==> src/hdl/assert_macros.svh <==
// Assertion macros used by the RTL top level to check its own behavior.
`ifndef ASSERT_MACROS_SVH
`define ASSERT_MACROS_SVH

// Check that a condition implies another in the same cycle.
`define ASSERT_SAME(label, clk, rst, a, c) \
  label: assert property (@(posedge clk) disable iff (rst) (a) |-> (c)) \
    else $error("same-cycle check failed");

// Check that a condition implies another in the following cycle.
`define ASSERT_NEXT(label, clk, rst, a, c) \
  label: assert property (@(posedge clk) disable iff (rst) (a) |=> (c)) \
    else $error("next-cycle check failed");

`endif

==> src/hdl/jacm_pkg.sv <==
// Package with the shared types and constants of the joystick axis map block.
package jacm_pkg;

  // Configuration register indexes
  localparam logic [2:0] CFG_CALIBRATING = 3'd0;
  localparam logic [2:0] CFG_BTN_LOW     = 3'd1;
  localparam logic [2:0] CFG_BTN_HIGH    = 3'd2;
  localparam logic [2:0] CFG_SAVED_MIN_X = 3'd3;
  localparam logic [2:0] CFG_SAVED_MIN_Y = 3'd4;
  localparam logic [2:0] CFG_SAVED_MAX_X = 3'd5;
  localparam logic [2:0] CFG_SAVED_MAX_Y = 3'd6;

  localparam int CFG_INDEX_W = 3;
  localparam int CFG_DATA_W  = 10;
  localparam int THRESH_W    = 10;

  localparam logic [THRESH_W-1:0] BTN_LOW_RESET  = 10'd256;
  localparam logic [THRESH_W-1:0] BTN_HIGH_RESET = 10'd768;
  localparam logic [7:0]          SAVED_MIN_RESET = 8'd255;
  localparam logic [7:0]          SAVED_MAX_RESET = 8'd0;

  // Mapping: (v - min) * GAIN / span - OFFSET, saturated to +/- OFFSET
  localparam int QUO_W     = 9;
  localparam int DIV_STEPS = QUO_W;
  localparam int CNT_W     = 4;
  localparam logic [7:0]       GAIN    = 8'd254;
  localparam logic [QUO_W-1:0] OFFSET  = 9'd127;
  localparam logic [7:0]       POS_MAX = 8'h7f;
  localparam logic [7:0]       POS_MIN = 8'h81;

  // Result packing
  localparam int OUT_FIELDS_W = 49;
  localparam int OUT_DATA_W   = 56;
  localparam int OUT_PAD_W    = OUT_DATA_W - OUT_FIELDS_W;

  // Commands from the controller to the datapath
  typedef struct packed {
    logic load;
    logic prep;
    logic setup;
    logic dinit;
    logic step;
    logic finish;
  } dp_cmd_t;

endpackage

==> src/hdl/jacm_ctrl.sv <==
// Controller state machine that sequences one frame through the datapath.
module jacm_ctrl import jacm_pkg::*; (
  input  logic    clk,
  input  logic    rst,
  input  logic    in_valid,
  output logic    in_ready,
  output logic    out_valid,
  input  logic    out_ready,
  output dp_cmd_t cmd
);

  localparam logic [2:0] S_IDLE  = 3'd0;
  localparam logic [2:0] S_PREP  = 3'd1;
  localparam logic [2:0] S_SETUP = 3'd2;
  localparam logic [2:0] S_DINIT = 3'd3;
  localparam logic [2:0] S_DIV   = 3'd4;
  localparam logic [2:0] S_FIN   = 3'd5;

  logic [2:0]       state, state_next;
  logic [CNT_W-1:0] cnt, cnt_next;
  logic             slot_free;

  assign in_ready  = (state == S_IDLE);
  assign slot_free = !out_valid || out_ready;

  // Decode state into datapath commands and next state
  always_comb begin
    state_next = state;
    cnt_next   = cnt;
    cmd        = '0;
    case (state)
      S_IDLE: begin
        if (in_valid) begin
          cmd.load   = 1'b1;
          state_next = S_PREP;
        end
      end
      S_PREP: begin
        cmd.prep   = 1'b1;
        state_next = S_SETUP;
      end
      S_SETUP: begin
        cmd.setup  = 1'b1;
        state_next = S_DINIT;
      end
      S_DINIT: begin
        cmd.dinit  = 1'b1;
        cnt_next   = '0;
        state_next = S_DIV;
      end
      S_DIV: begin
        cmd.step = 1'b1;
        cnt_next = cnt + 1'b1;
        if (cnt == CNT_W'(DIV_STEPS - 1)) begin
          state_next = S_FIN;
        end
      end
      S_FIN: begin
        if (slot_free) begin
          cmd.finish = 1'b1;
          state_next = S_IDLE;
        end
      end
      default: begin
        state_next = S_IDLE;
      end
    endcase
  end

  // Advance state and iteration count
  always_ff @(posedge clk) begin
    if (rst) begin
      state <= S_IDLE;
      cnt   <= '0;
    end else begin
      state <= state_next;
      cnt   <= cnt_next;
    end
  end

  // Hold the result valid until the transaction completes
  always_ff @(posedge clk) begin
    if (rst) begin
      out_valid <= 1'b0;
    end else if (cmd.finish) begin
      out_valid <= 1'b1;
    end else if (out_ready) begin
      out_valid <= 1'b0;
    end
  end

endmodule

==> src/hdl/jacm_datapath.sv <==
// Datapath: configuration, tracked limits, button trigger and two divider lanes.
module jacm_datapath import jacm_pkg::*; #(
  parameter int SAMPLE_BITS = 10,
  parameter int IN_W        = 32
) (
  input  logic                   clk,
  input  logic                   rst,
  input  dp_cmd_t                cmd,
  input  logic [IN_W-1:0]        in_data,
  input  logic                   in_restart,
  input  logic                   cfg_we,
  input  logic [CFG_INDEX_W-1:0] cfg_index,
  input  logic [CFG_DATA_W-1:0]  cfg_data,
  output logic [OUT_DATA_W-1:0]  out_data
);

  localparam int SB         = SAMPLE_BITS;
  localparam int BYTE_SHIFT = SB - 8;
  localparam int NUM_W      = SB + 8;
  localparam int CMP_W      = (SB > THRESH_W) ? SB : THRESH_W;
  localparam logic [SB-1:0] MID = {1'b1, {(SB-1){1'b0}}};

  logic                calibrating;
  logic [THRESH_W-1:0] btn_low;
  logic [THRESH_W-1:0] btn_high;
  logic [7:0]          saved_min [2];
  logic [7:0]          saved_max [2];

  logic [SB-1:0] smp [2];
  logic [SB-1:0] btn_smp;
  logic          restart;
  logic          btn_state;

  logic [7:0]    pos     [2];
  logic [SB-1:0] trk_min [2];
  logic [SB-1:0] trk_max [2];

  // Write configuration registers
  always_ff @(posedge clk) begin
    if (rst) begin
      calibrating  <= 1'b0;
      btn_low      <= BTN_LOW_RESET;
      btn_high     <= BTN_HIGH_RESET;
      saved_min[0] <= SAVED_MIN_RESET;
      saved_min[1] <= SAVED_MIN_RESET;
      saved_max[0] <= SAVED_MAX_RESET;
      saved_max[1] <= SAVED_MAX_RESET;
    end else if (cfg_we) begin
      case (cfg_index)
        CFG_CALIBRATING: calibrating  <= cfg_data[0];
        CFG_BTN_LOW:     btn_low      <= cfg_data[THRESH_W-1:0];
        CFG_BTN_HIGH:    btn_high     <= cfg_data[THRESH_W-1:0];
        CFG_SAVED_MIN_X: saved_min[0] <= cfg_data[7:0];
        CFG_SAVED_MIN_Y: saved_min[1] <= cfg_data[7:0];
        CFG_SAVED_MAX_X: saved_max[0] <= cfg_data[7:0];
        CFG_SAVED_MAX_Y: saved_max[1] <= cfg_data[7:0];
        default: ;
      endcase
    end
  end

  // Capture the accepted frame
  always_ff @(posedge clk) begin
    if (cmd.load) begin
      smp[0]  <= in_data[SB-1:0];
      smp[1]  <= in_data[2*SB-1:SB];
      btn_smp <= in_data[3*SB-1:2*SB];
      restart <= in_restart;
    end
  end

  // Schmitt trigger on the button line
  always_ff @(posedge clk) begin
    if (rst) begin
      btn_state <= 1'b0;
    end else if (cmd.prep) begin
      if (btn_state && (CMP_W'(btn_smp) < CMP_W'(btn_low))) begin
        btn_state <= 1'b0;
      end else if (!btn_state && (CMP_W'(btn_smp) > CMP_W'(btn_high))) begin
        btn_state <= 1'b1;
      end
    end
  end

  for (genvar i = 0; i < 2; i++) begin : g_lane
    logic [SB-1:0]    min_r, max_r;
    logic [SB-1:0]    base_min, base_max, new_min, new_max;
    logic [SB-1:0]    lo_r, hi_r;
    logic [SB:0]      diff, span;
    logic [SB-1:0]    adiff, aspan;
    logic [NUM_W-1:0] num_r;
    logic [SB-1:0]    den_r;
    logic             neg_r, zero_r, ovf_r;
    logic [SB-1:0]    rem_r;
    logic [QUO_W-1:0] nlow_r, quo_r;
    logic [SB:0]      rem_sh;
    logic             ge;
    logic [7:0]       pos_c;

    // Restart and widen the tracked limits
    always_comb begin
      base_min = restart ? MID : min_r;
      base_max = restart ? MID : max_r;
      new_min  = (smp[i] < base_min) ? smp[i] : base_min;
      new_max  = (smp[i] > base_max) ? smp[i] : base_max;
    end

    always_ff @(posedge clk) begin
      if (rst) begin
        min_r <= MID;
        max_r <= MID;
      end else if (cmd.prep) begin
        min_r <= calibrating ? new_min : base_min;
        max_r <= calibrating ? new_max : base_max;
      end
    end

    // Select the limits that the map uses
    always_ff @(posedge clk) begin
      if (cmd.prep) begin
        lo_r <= calibrating ? new_min : (SB'(saved_min[i]) << BYTE_SHIFT);
        hi_r <= calibrating ? new_max : (SB'(saved_max[i]) << BYTE_SHIFT);
      end
    end

    // Form magnitudes of numerator and divisor
    always_comb begin
      diff  = {1'b0, smp[i]} - {1'b0, lo_r};
      span  = {1'b0, hi_r} - {1'b0, lo_r};
      adiff = diff[SB] ? SB'(-diff) : diff[SB-1:0];
      aspan = span[SB] ? SB'(-span) : span[SB-1:0];
    end

    always_ff @(posedge clk) begin
      if (cmd.setup) begin
        num_r  <= NUM_W'(adiff) * NUM_W'(GAIN);
        den_r  <= aspan;
        neg_r  <= diff[SB] ^ span[SB];
        zero_r <= (span == '0);
      end
    end

    // Restoring divide, one quotient bit per step
    always_comb begin
      rem_sh = {rem_r, nlow_r[QUO_W-1]};
      ge     = (rem_sh >= {1'b0, den_r});
    end

    always_ff @(posedge clk) begin
      if (cmd.dinit) begin
        ovf_r  <= ((num_r >> QUO_W) >= NUM_W'(den_r));
        rem_r  <= SB'(num_r >> QUO_W);
        nlow_r <= num_r[QUO_W-1:0];
        quo_r  <= '0;
      end else if (cmd.step) begin
        rem_r  <= ge ? SB'(rem_sh - {1'b0, den_r}) : rem_sh[SB-1:0];
        nlow_r <= {nlow_r[QUO_W-2:0], 1'b0};
        quo_r  <= {quo_r[QUO_W-2:0], ge};
      end
    end

    // Offset and saturate the quotient
    always_comb begin
      if (zero_r) begin
        pos_c = '0;
      end else if (neg_r) begin
        pos_c = POS_MIN;
      end else if (ovf_r || (quo_r > QUO_W'(GAIN))) begin
        pos_c = POS_MAX;
      end else begin
        pos_c = 8'(quo_r - OFFSET);
      end
    end

    assign pos[i]     = pos_c;
    assign trk_min[i] = min_r;
    assign trk_max[i] = max_r;
  end

  // Load the result register
  always_ff @(posedge clk) begin
    if (cmd.finish) begin
      out_data <= {{OUT_PAD_W{1'b0}},
                   8'(trk_max[1] >> BYTE_SHIFT), 8'(trk_max[0] >> BYTE_SHIFT),
                   8'(trk_min[1] >> BYTE_SHIFT), 8'(trk_min[0] >> BYTE_SHIFT),
                   btn_state, pos[1], pos[0]};
    end
  end

endmodule

==> src/hdl/joystick_axis_calibrate_map.sv <==
// Joystick axis calibration and linear range map, top level.
// Input stream: one frame per transaction, three raw samples in s_axis_tdata
// and the restart-calibration flag in s_axis_tuser. Output stream: one result
// per frame with both mapped positions, the button state and the four
// tracked limits as bytes. Configuration: cfg_index selects a register,
// cfg_data carries its value; cfg_ready is always high, unknown indexes are
// ignored. Write configuration only while no frame is in flight.
// A frame passes through the limit, setup and divider-load steps, the
// nine-step restoring divider that both axes run in parallel (one quotient
// bit per cycle) and the result step; a new frame is taken only after the
// last one has reached the result register.
// s_axis_tready is high only while the block waits for a frame.
// If the receiver stalls, one finished result is held in the output register
// while the next frame is taken and worked; that frame then waits at its last
// step until the output register is free.
// Reset: synchronous on rst; registers return to their defaults, tracked
// limits go to mid scale and the button reads released.
`include "assert_macros.svh"
module joystick_axis_calibrate_map import jacm_pkg::*; #(
  parameter int SAMPLE_BITS = 10
) (
  input  logic                                   clk,
  input  logic                                   rst,
  input  logic                                   s_axis_tvalid,
  output logic                                   s_axis_tready,
  // x_sample, y_sample, button_sample, zero pad
  input  logic [((3*SAMPLE_BITS+7)/8)*8-1:0]     s_axis_tdata,
  // restart_calibration
  input  logic [0:0]                             s_axis_tuser,
  output logic                                   m_axis_tvalid,
  input  logic                                   m_axis_tready,
  // x_position, y_position, button_pressed, tracked_min_x_byte,
  // tracked_min_y_byte, tracked_max_x_byte, tracked_max_y_byte, zero pad
  output logic [OUT_DATA_W-1:0]                  m_axis_tdata,
  input  logic                                   cfg_valid,
  output logic                                   cfg_ready,
  input  logic [CFG_INDEX_W-1:0]                 cfg_index,
  input  logic [CFG_DATA_W-1:0]                  cfg_data
);

  localparam int IN_W = ((3 * SAMPLE_BITS + 7) / 8) * 8;

  dp_cmd_t cmd;

  assign cfg_ready = 1'b1;

  jacm_ctrl u_ctrl (
    .clk       (clk),
    .rst       (rst),
    .in_valid  (s_axis_tvalid),
    .in_ready  (s_axis_tready),
    .out_valid (m_axis_tvalid),
    .out_ready (m_axis_tready),
    .cmd       (cmd)
  );

  jacm_datapath #(
    .SAMPLE_BITS (SAMPLE_BITS),
    .IN_W        (IN_W)
  ) u_datapath (
    .clk        (clk),
    .rst        (rst),
    .cmd        (cmd),
    .in_data    (s_axis_tdata),
    .in_restart (s_axis_tuser[0]),
    .cfg_we     (cfg_valid && cfg_ready),
    .cfg_index  (cfg_index),
    .cfg_data   (cfg_data),
    .out_data   (m_axis_tdata)
  );

  // A taken frame keeps the input closed while it is worked
  `ASSERT_NEXT(a_busy_after_accept, clk, rst, s_axis_tvalid && s_axis_tready, !s_axis_tready)
  // Never overwrite a result that the receiver has not taken
  `ASSERT_SAME(a_finish_slot_free, clk, rst, cmd.finish, !m_axis_tvalid || m_axis_tready)
  // A new result appears only right after the finish command
  `ASSERT_SAME(a_valid_from_finish, clk, rst, $rose(m_axis_tvalid), $past(cmd.finish))

endmodule

==> config.mk <==
export PLATFORM = sky130hd
export DESIGN_NAME = joystick_axis_calibrate_map
export DESIGN_NICKNAME = d
export VERILOG_FILES = /design/src/hdl/jacm_pkg.sv /design/src/hdl/jacm_ctrl.sv /design/src/hdl/jacm_datapath.sv /design/src/hdl/joystick_axis_calibrate_map.sv
export VERILOG_INCLUDE_DIRS = /design/src /design/src/hdl
export SDC_FILE = /design/constraint.sdc
export NUM_CORES = 1
export LEC_CHECK = 0
export ABC_AREA = 0
export BUFFER_PORTS_ARGS = -buffer_cell sky130_fd_sc_hd__clkbuf_2
export CAP_MARGIN = 20
export CORE_MARGIN = 2
export CORE_UTILIZATION = 35
export DETAILED_ROUTE_END_ITERATION = 10
export PLACE_DENSITY_LB_ADDON = 0.15
export SLEW_MARGIN = 10
export SYNTH_ARGS = -nofsm -noshare
export SYNTH_HDL_FRONTEND = slang
export SYNTH_SLANG_ARGS = --single-unit
==> constraint.sdc <==
create_clock -name clk -period 10.53 [get_ports clk]
set_input_delay 0.5265 -clock clk [delete_from_list [all_inputs] [get_ports clk]]
set_output_delay 0.5265 -clock clk [all_outputs]
set_load 0.005 [all_outputs]
Word-level counts from Yosys, hierarchy flattened:

Memories as Yosys holds them, arrays and structs flattened.
Index checks and enable logic that the tools add are counted.

* flip-flop bits (word level): 284
* latch bits: 0
* bits in writable memories: 52
* ROM bits: 0
* input bits: 51
* output and inout port bits: 59
* logic and storage cells: 192
* memories: 3

* add/subtract/negate cells: 13
* multiply operators: 2
* div/mod/pow operators: 0
* order comparisons: 12
* eq/ne operators: 15
* shift operators: 0
* multiplexer cells: 75
* bitwise logic cells: 6
* reductions and logical operators: 22

Memory list
* u_datapath.smp: words 2, bits a word 10, rd ports 2, clocked after Yosys merged registers in 0, wr ports 2, RTL line jacm_datapath.sv:29 `logic [SB-1:0] smp [2];`
* u_datapath.saved_max: words 2, bits a word 8, rd ports 2, clocked after Yosys merged registers in 0, wr ports 2, RTL line jacm_datapath.sv:27 `logic [7:0] saved_max [2];`
* u_datapath.saved_min: words 2, bits a word 8, rd ports 2, clocked after Yosys merged registers in 0, wr ports 2, RTL line jacm_datapath.sv:26 `logic [7:0] saved_min [2];`

Operators by type and width (count)
* 10-bit 2-to-1 mux: 22
* 9-bit 2-to-1 mux: 8
* 8-bit 2-to-1 mux: 8
* 10-bit by 10-bit subtractor with 11-bit output: 4
* 10-bit negation: 4
* 10-bit by 7-bit multiplier with 17-bit output (second input constant): 2
* 1-bit 2-to-1 mux: 32
* 10-bit greater-than comparator: 3
* 10-bit less-than comparator: 3
* 11-bit by 10-bit greater-or-equal comparator with 1-bit output: 2
* 11-bit logical NOT: 2
* 9-bit by 10-bit greater-or-equal comparator with 1-bit output: 2
* 10-bit subtractor: 2
* 9-bit by 8-bit greater-than comparator with 1-bit output (second input constant): 2
* 3-bit case mux with 6 select lines: 1
* 8-bit by 7-bit subtractor with 8-bit output (second input constant): 2
* 3-bit == test (second input constant): 5
* 3-bit by 2-bit == test with 1-bit output (second input constant): 4
* 3-bit 2-to-1 mux: 3
* 4-bit case mux with 2 select lines: 1
* 2-bit AND reduction: 4
* 2-bit nonzero test: 4
* 3-bit by 1-bit == test with 1-bit output (second input constant): 2
* 3-bit logical NOT: 2
* 11 further kinds: 21

Depth between registers and ports, before layout:

Gate-level depths: netlist (run 1).

* word-level depth: 6
* depth in mapped cells: 27
* depth with buffers taken out: 27

Modules after synthesis:

From an unflattened synthesis (run 1), not the netlist that was laid out.

* cell total of the unflattened synthesis: 2132
* area total of the unflattened synthesis: 22082.4 µm²

Modules (own cells, without submodules)
* jacm_datapath: instances 1, cells an instance 2076, area each 21602.0 µm², seq. area each 9028.7 µm²
* jacm_ctrl: instances 1, cells an instance 54, area each 469.2 µm², seq. area each 160.2 µm²
* joystick_axis_calibrate_map: instances 1, cells an instance 2, area each 11.3 µm², seq. area each 0.0 µm²

Worst setup path before layout (run 1):

OpenSTA, ideal clock, no wires.

* path kind: reg2reg
* from: memory u_datapath.smp[0][10] (netlist bit)
* to: register u_datapath.g_lane[1].num_r[17] (data pin)
* setup time: 0.136 ns
* arrival time: 6.253 ns
* required time: 10.394 ns
* path slack: 4.141 ns
* stages on the path, launching flop included: 26
* path buffers: 0
* clock period less this slack: 6.389 ns
* path through: edfxtp_1 -> inv_1 -> ha_1 -> fa_1 -> nand2b_1 -> a211oi_2 -> o22ai_1 -> o21ai_2 -> nor2_1 -> xnor2_1 -> xnor2_1 -> ha_1 -> nor2_1 -> a221o_1 -> or3_1 -> xnor2_1 -> ha_1 -> o21bai_1 -> fa_1 -> ha_1 -> ha_1 -> or2_2 -> a21oi_1 -> a31oi_1 -> or4_1 -> nand3_1

RTL lines
* start, declared: RTL line jacm_datapath.sv:29
* end signal, assigned: RTL line jacm_datapath.sv:136 `num_r <= NUM_W'(adiff) * NUM_W'(GAIN);`
* end, declared: RTL line jacm_datapath.sv:91 `logic [NUM_W-1:0] num_r;`

==> implementation parameters, run 1 <==
Parameter                              Value

Status
  Status ... finished clean

Detailed routing
  Drt total wl ... 51.1 mm
  DR vias ... 15196
  Detailed-router iteration count before antenna repair ... 5
  Antenna Violating Nets Remaining ... 0
  # DRC ... 0
  Number of DRC markers after the initial detailed-route iteration ... 777
  Detailed-route vias per instance ... 4.93
  Routed wire per std cell ... 16.6 um

Synth
  Average footprint of a synthesized cell ... 10.3 um^2
  Proportion of synthesized chip area in sequential cells ... 0.422
  Count of synthesis-stage warnings from yosys ... 0
  Library cells used by synthesis ... 88
  Primary FF master, synth ... edfxtp_1
  Instance count of the mapped netlist ... 2108
  Mapped cell area ... 0.0218 mm^2
  Number of flops mapped to enable cells by yosys ... 246
  Flip-flop and latch count after synthesis ... 336
  Proportion of synthesized flip-flops having asynchronous set or reset ... 0

Global routing
  Number of antenna violations at the first check in global routing ... 1
  Wire length of the first global-routing pass ... 82.3 mm
  Aggregate global routing overflow ... 0
  GRT Overall Usage ... 0.161
  Largest net degree at the start of global routing ... 59
  Number of global-route vias before repair ... 15438

Layout
  Fillers ... 6076
  Highest-count cells in the layout ignoring fill and taps ... edfxtp_1, ha_1, inv_1
  Area growth from synthesis to layout ... 12.7%
  Ant. Diodes ... 0
  Most common library cell in the layout ignoring fill and taps ... edfxtp_1
  Fin nets ... 2545
  Fin area ... 0.0246 mm^2
  Fraction of layout instances using a drive strength above 1 ... 0.106

CTS
  Clock Pin Slew Worst Setup and Hold Paths ... 0.06 ns
  Largest buffer count on any clock path ... 3
  Total clock sinks ... 336
  Buffer cell driving the clock tree root ... clkbuf_16
  Clk_lat worst skew ... 0.58 ns
  H-tree depth ... 2
  Setup repair bufs after CTS ... 0
  Hold buffers post-CTS ... 0
  Number of clock buffers inserted by TritonCTS ... 40
  Gates resized, CTS repair ... 0
  TritonCTS clock tree ... yes

Timing
  Rel. slew slack ... 0.338
  RSZ-0062 raised after global routing ... no
  Final period utilization ... 0.707
  Final number of setup-violating endpoints ... 0
  Actual transition at the worst max-transition pin ... 0.993 ns
  Count of final hold-check violations ... 0
  Max-slew violation count ... 0
  Setup ws final ... 3.08 ns
  Worst-case clock skew ... 0.0283 ns
  Max Clk Rate ... 0.134 GHz
  Final setup TNS ... 0 ns
  Crit path time final ... 7.45 ns

Floorplan
  Die Height ... 253 um
  I/O pins ... 110
  Standard cell core area ... 0.0616 mm^2
  Die extent in x ... 253 um
  Number of placement rows ... 91
  Die Outline Area ... 0.0642 mm^2
  Initial core utilization ... 0.354

Setup path
  Crit path launch type ... register
  Worst path arrival time ... 7.87 ns
  Setup CP Type ... reg2reg
  Required time at the endpoint of the critical path ... 10.95 ns
  Biggest fanout along the worst timing path ... 12
  Endpoint type of the worst setup path ... register

Placement
  HPWL after detailed placement ... 38.9 mm
  Worst slack at placement ... 3.11 ns
  Number of I/O port buffers ... 99
  Post-placement cell area ... 0.0232 mm^2
  Global placement routability congestion ... 0.842

Hold path
  Path category of the worst min-delay check ... in2reg

Flow run
  Max_cap viols ... 0
path summary, 6_finish.rpt:
| check | cells after the start | slack (ns) | endpoint | startpoint |
|---|---|---|---|---|
| setup reg to reg | 25 | 3.08 | u_datapath.g_lane[1].num_r[17] | u_datapath.smp[0][10] |
| hold reg to reg | 2 | 0.45 | u_datapath.btn_low[5] | u_datapath.btn_low[5] |
| setup / recovery | 25 | 3.08 | u_datapath.g_lane[1].num_r[17] | u_datapath.smp[0][10] |
| hold / removal | 1 | 0.13 | u_datapath.btn_smp[3] | s_axis_tdata[23] |
cell families (layout without fill, tap and decap cells):
kind of cell / after synthesis / after routing / synth area share
other cells: 2 / 8 / 0.000345
flops: 336 / 336 / 0.422
compound gates: 418 / 418 / 0.129
xor+xnor: 144 / 144 / 0.0616
simple gates: 578 / 578 / 0.127
mux: 69 / 69 / 0.0326
fa+ha+maj: 280 / 280 / 0.177
buf+inv: 281 / 412 / 0.0509
routing by layer:
layer / vias to the layer above / track usage / share of wire
li1: 7676 / - / -
met4: 2 / 0.0472 / 0.023
met2: 234 / 0.281 / 0.49
met5: - / 0 / 0.00016
met3: 66 / 0.0253 / 0.039
met1: 7218 / 0.206 / 0.45
flip-flops by register name, summed over array words and instances (netlist names), 10 cells and up:
name,cells
u_datapath.btn_smp,10
u_datapath.g_lane.rem_r,20
u_datapath.saved_max,16
u_datapath.btn_high,10
u_datapath.btn_low,10
u_datapath.g_lane.nlow_r,16
u_datapath.g_lane.hi_r,20
u_datapath.smp,20
u_datapath.g_lane.num_r,34
u_datapath.g_lane.lo_r,20
u_datapath.saved_min,16
u_datapath.g_lane.max_r,20
u_datapath.g_lane.quo_r,18
u_datapath.g_lane.den_r,20
u_datapath.out_data,49
u_datapath.g_lane.min_r,20
cell type report:
class / instances / area [um^2] / share of cell area
tap: 837 / 1050 / 0.0426
inverter: 218 / 818 / 0.0333
sequential: 336 / 9190 / 0.374
multi-input combinational: 1497 / 11600 / 0.471
timing repair buffer: 121 / 651 / 0.0265
clock inverter: 21 / 211 / 0.00861
clock buffer: 52 / 1080 / 0.0439
worst max-delay path, cell delays in order, from the launching register on:
cell and delay [ns]:
edfxtp_1 0.45, inv_1 0.12, ha_1 0.25, fa_1 0.40, nand2b_1 0.19, a211oi_2 0.36
o22ai_1 0.24, o21ai_2 0.47, nor2_1 0.15, xnor2_1 0.58, xnor2_1 0.19, ha_1 0.26
nor2_1 0.07, a221o_1 0.33, or3_1 0.47, xnor2_1 0.17, ha_1 0.18, o21bai_1 0.17
fa_1 0.46, ha_1 0.32, ha_1 0.33, or2_2 0.32, a21oi_1 0.15, a31oi_1 0.10
or4_1 0.49, nand3_1 0.10
through the flow:
step                hold WS (ns)  utilization  instances
floorplan                  0.430            -       2114
global placement           0.440        0.377       3004
detailed placement         0.449        0.377       3005
CTS                       0.0907        0.398       3078
global route               0.101        0.399       3082
finish                     0.128        0.399       3082
synthesized netlist by cell type, drive strengths merged (10+ instances only):
cell,number,area (um^2)
o21a,18,136
mux2,15,169
and2,20,125
dfxtp,90,1800
a21oi,125,633
ha,234,2930
xnor2,92,828
a31oi,22,144
xor2,49,444
o21bai,10,75.1
nand3,25,125
nor3,26,140
a211oi,17,150
nand2,212,796
buf,22,126
o21ai,74,374
nor2b,50,313
fa,46,921
a22o,23,201
nand2b,27,169
nand4,19,119
and3,13,81.3
a311oi,10,87.6
mux2i,54,541
nor2,129,487
a221o,16,160
clkbuf,41,164
a21o,42,315
inv,217,815
edfxtp,246,7390
Power of run 1 is left out: the tool's default activity adds up to more than one toggle a clock period on the data nets, which glitch-free logic cannot reach.
==> inputs of run 2 (changes only) <==
Settings changed: ABC_AREA 0 to 1.
Clock period 10.53 ns to 5.95 ns, I/O delays scaled along.
==> implementation parameters, run 2 <==
Parameter                              Value

Synth
  Most numerous cell in the Yosys netlist ... nand2_1 (was edfxtp_1)
  Number of flops mapped to enable cells by yosys ... 246 (unchanged)
  Instance count of the mapped netlist ... 2488 (was 2108)
  Proportion of synthesized chip area in sequential cells ... 0.418 (was 0.422)
  Mapped cell area ... 0.0220 mm^2 (was 0.0218 mm^2)
  Count of synthesis-stage warnings from yosys ... 0 (unchanged)
  Library cells used by synthesis ... 52 (was 88)
  Most area-hungry cell type in the Yosys netlist ... edfxtp_1 (unchanged)
  Most area-consuming cells after synthesis ... edfxtp_1, ha_1, nand2_1 (was edfxtp_1, ha_1, dfxtp_1)
  Proportion of netlist area held by the largest area contributor ... 0.336 (was 0.339)
  Primary FF master, synth ... edfxtp_1 (unchanged)
  Flip-flop and latch count after synthesis ... 336 (unchanged)
  Most frequent cells after synthesis ... nand2_1, inv_1, edfxtp_1 (was edfxtp_1, ha_1, inv_1)
  Proportion of synthesized flip-flops having asynchronous set or reset ... 0 (unchanged)
  Average footprint of a synthesized cell ... 8.84 um^2 (was 10.3 um^2)

Global routing
  GRT Overall Usage ... 0.166 (was 0.161)
  Wire length of the first global-routing pass ... 86.2 mm (was 82.3 mm)
  Number of global-route vias before repair ... 16636 (was 15438)
  Number of antenna violations at the first check in global routing ... 1 (unchanged)
  Largest net degree at the start of global routing ... 85 (was 59)
  Aggregate global routing overflow ... 0 (unchanged)

CTS
  Buffer cell driving the clock tree root ... clkbuf_16 (unchanged)
  Number of clock buffers inserted by TritonCTS ... 40 (unchanged)
  Largest buffer count on any clock path ... 3 (unchanged)
  H-tree depth ... 2 (unchanged)
  Total clock sinks ... 336 (unchanged)
  Clock Pin Slew Worst Setup and Hold Paths ... 0.06 ns (about the same)
  Clk_lat worst skew ... 0.58 ns (about the same)
  TritonCTS clock tree ... yes (unchanged)

Layout
  Ant. Diodes ... 0 (unchanged)
  Highest-count cells in the layout ignoring fill and taps ... nand2_1, inv_1, edfxtp_1 (was edfxtp_1, ha_1, inv_1)
  Fin area ... 0.0256 mm^2 (was 0.0246 mm^2)
  Fillers ... 6195 (was 6076)
  Most common library cell in the layout ignoring fill and taps ... nand2_1 (was edfxtp_1)
  Number of flip-flops in the largest register ... 49 (unchanged)
  Area growth from synthesis to layout ... 16.3% (was 12.7%)
  Fin nets ... 2992 (was 2545)
  Largest registers ranked by flip-flop count ... u_datapath.out_data x49, u_datapath.g_lane.num_r x34 (unchanged)
  Top reg by flops ... u_datapath.out_data (unchanged)
  Fraction of layout instances using a drive strength above 1 ... 0.119 (was 0.106)

Placement
  HPWL after detailed placement ... 40.0 mm (was 38.9 mm)
  Post-placement cell area ... 0.0236 mm^2 (was 0.0232 mm^2)
  Number of I/O port buffers ... 99 (unchanged)
  Global placement routability congestion ... 0.815 (was 0.842)
  Worst slack at placement ... 0.102 ns (was 3.11 ns)

Setup path
  Crit path launch type ... register (unchanged)
  Cell family with most CP delay ... adder cells (unchanged)
  Biggest fanout along the worst timing path ... 5 (was 12)
  Setup CP Type ... reg2reg (unchanged)
  Endpoint type of the worst setup path ... register (unchanged)
  Delay contributed by the slowest stage of the critical path ... 0.53 ns (was 0.58 ns)
  Required time at the endpoint of the critical path ... 6.26 ns (was 10.95 ns)
  Count of buffering cells on the critical path with inverters included ... 6 (was 1)
  Slowest cell on the critical path ... fa_1 (was xnor2_1)
  Worst path arrival time ... 5.94 ns (was 7.87 ns)

Detailed routing
  Routed wire per std cell ... 15.1 um (was 16.6 um)
  Drt total wl ... 53.4 mm (was 51.1 mm)
  Detailed-router iteration count before antenna repair ... 5 (unchanged)
  DR vias ... 16872 (was 15196)
  Antenna Violating Nets Remaining ... 0 (unchanged)
  Number of DRC markers after the initial detailed-route iteration ... 672 (was 777)
  # DRC ... 0 (unchanged)
  Detailed-route vias per instance ... 4.78 (was 4.93)

Status
  Status ... finished clean (unchanged)

Hold path
  Path category of the worst min-delay check ... in2reg (unchanged)

Timing
  Crit path time final ... 5.64 ns (was 7.45 ns)
  Final number of setup-violating endpoints ... 0 (unchanged)
  Hold slack ... 0.0377 ns (was 0.128 ns)
  Rel. slew slack ... 0.347 (was 0.338)
  Final setup TNS ... 0 ns (unchanged)
  Max Clk Rate ... 0.177 GHz (was 0.134 GHz)
  Worst-case clock skew ... 0.0382 ns (was 0.0283 ns)
  Actual transition at the worst max-transition pin ... 0.980 ns (was 0.993 ns)
  Max-slew violation count ... 0 (unchanged)
  Setup ws final ... 0.315 ns (was 3.08 ns)
  Count of final hold-check violations ... 0 (unchanged)
  Final period utilization ... 0.947 (was 0.707)

Floorplan
  Initial core utilization ... 0.355 (was 0.354)
  Standard cell core area ... 0.0619 mm^2 (was 0.0616 mm^2)
  I/O pins ... 110 (unchanged)
  Die extent in x ... 255 um (was 253 um)
  Number of placement rows ... 91 (unchanged)
  Die Outline Area ... 0.0648 mm^2 (was 0.0642 mm^2)
  Die Height ... 255 um (was 253 um)

Flow run
  Max_cap viols ... 0 (unchanged)
## run 2: worst paths after layout
path | startpoint | to | slack (ns) | cells after the start
max | u_datapath.smp[0][10] | u_datapath.g_lane[1].num_r[13] | 0.31 | 25
min | cfg_data[5] | u_datapath.btn_low[5] | 0.04 | 3
max reg2reg | u_datapath.smp[0][10] | u_datapath.g_lane[1].num_r[13] | 0.31 | 25
min reg2reg | u_ctrl.cnt[2] | u_ctrl.cnt[2] | 0.44 | 1
## run 2: kinds of logic after synthesis
logic type,after synthesis,synth area share
xor gates and xnor gates,106,0.0426
buffers and inverters,447,0.0793
AOI/OAI and AO/OA,499,0.126
other,2,0.000342
DFF,336,0.418
adders and majority gates,280,0.175
and+or+nand+nor,818,0.159
## run 2: tightest hold or removal path, stage by stage
cell and delay (ns):
clkbuf_2 0.07, inv_1 0.07, a21oi_1 0.12
## run 2: per-layer routing
metal,vias up,wire (um),track usage
met5,-,8,0
met4,2,1200,0.0473
met3,69,1980,0.0241
met2,260,24900,0.283
met1,7829,25300,0.220
li1,8712,-,-
## run 2: layout make-up
class	count	area, um^2	area share
inverter	378	1420	0.0555
clock buffer	56	1140	0.0447
clock inverter	18	211	0.00827
timing repair buffer	194	1290	0.0506
multi-input combinational	1711	11300	0.440
sequential	336	9190	0.360
tap	837	1050	0.0410
## run 2: what timing repair did
action / in CTS / in global routing
setup endpoints to repair: 0 / 11
hold buffers: 34 / 0
gates resized for setup: 0 / 34
buffers inserted: 0 / 9
endpoints found under the hold margin: 36 / 0
## run 2: through the flow
stage / util / instances
2_1_floorplan: - / 2494
3_3_place_gp: 0.381 / 3409
6_report: 0.413 / 3530
3_5_place_dp: 0.382 / 3410
4_1_cts: 0.409 / 3518
5_1_grt: 0.413 / 3530
Power of run 2 is left out for the same reason.
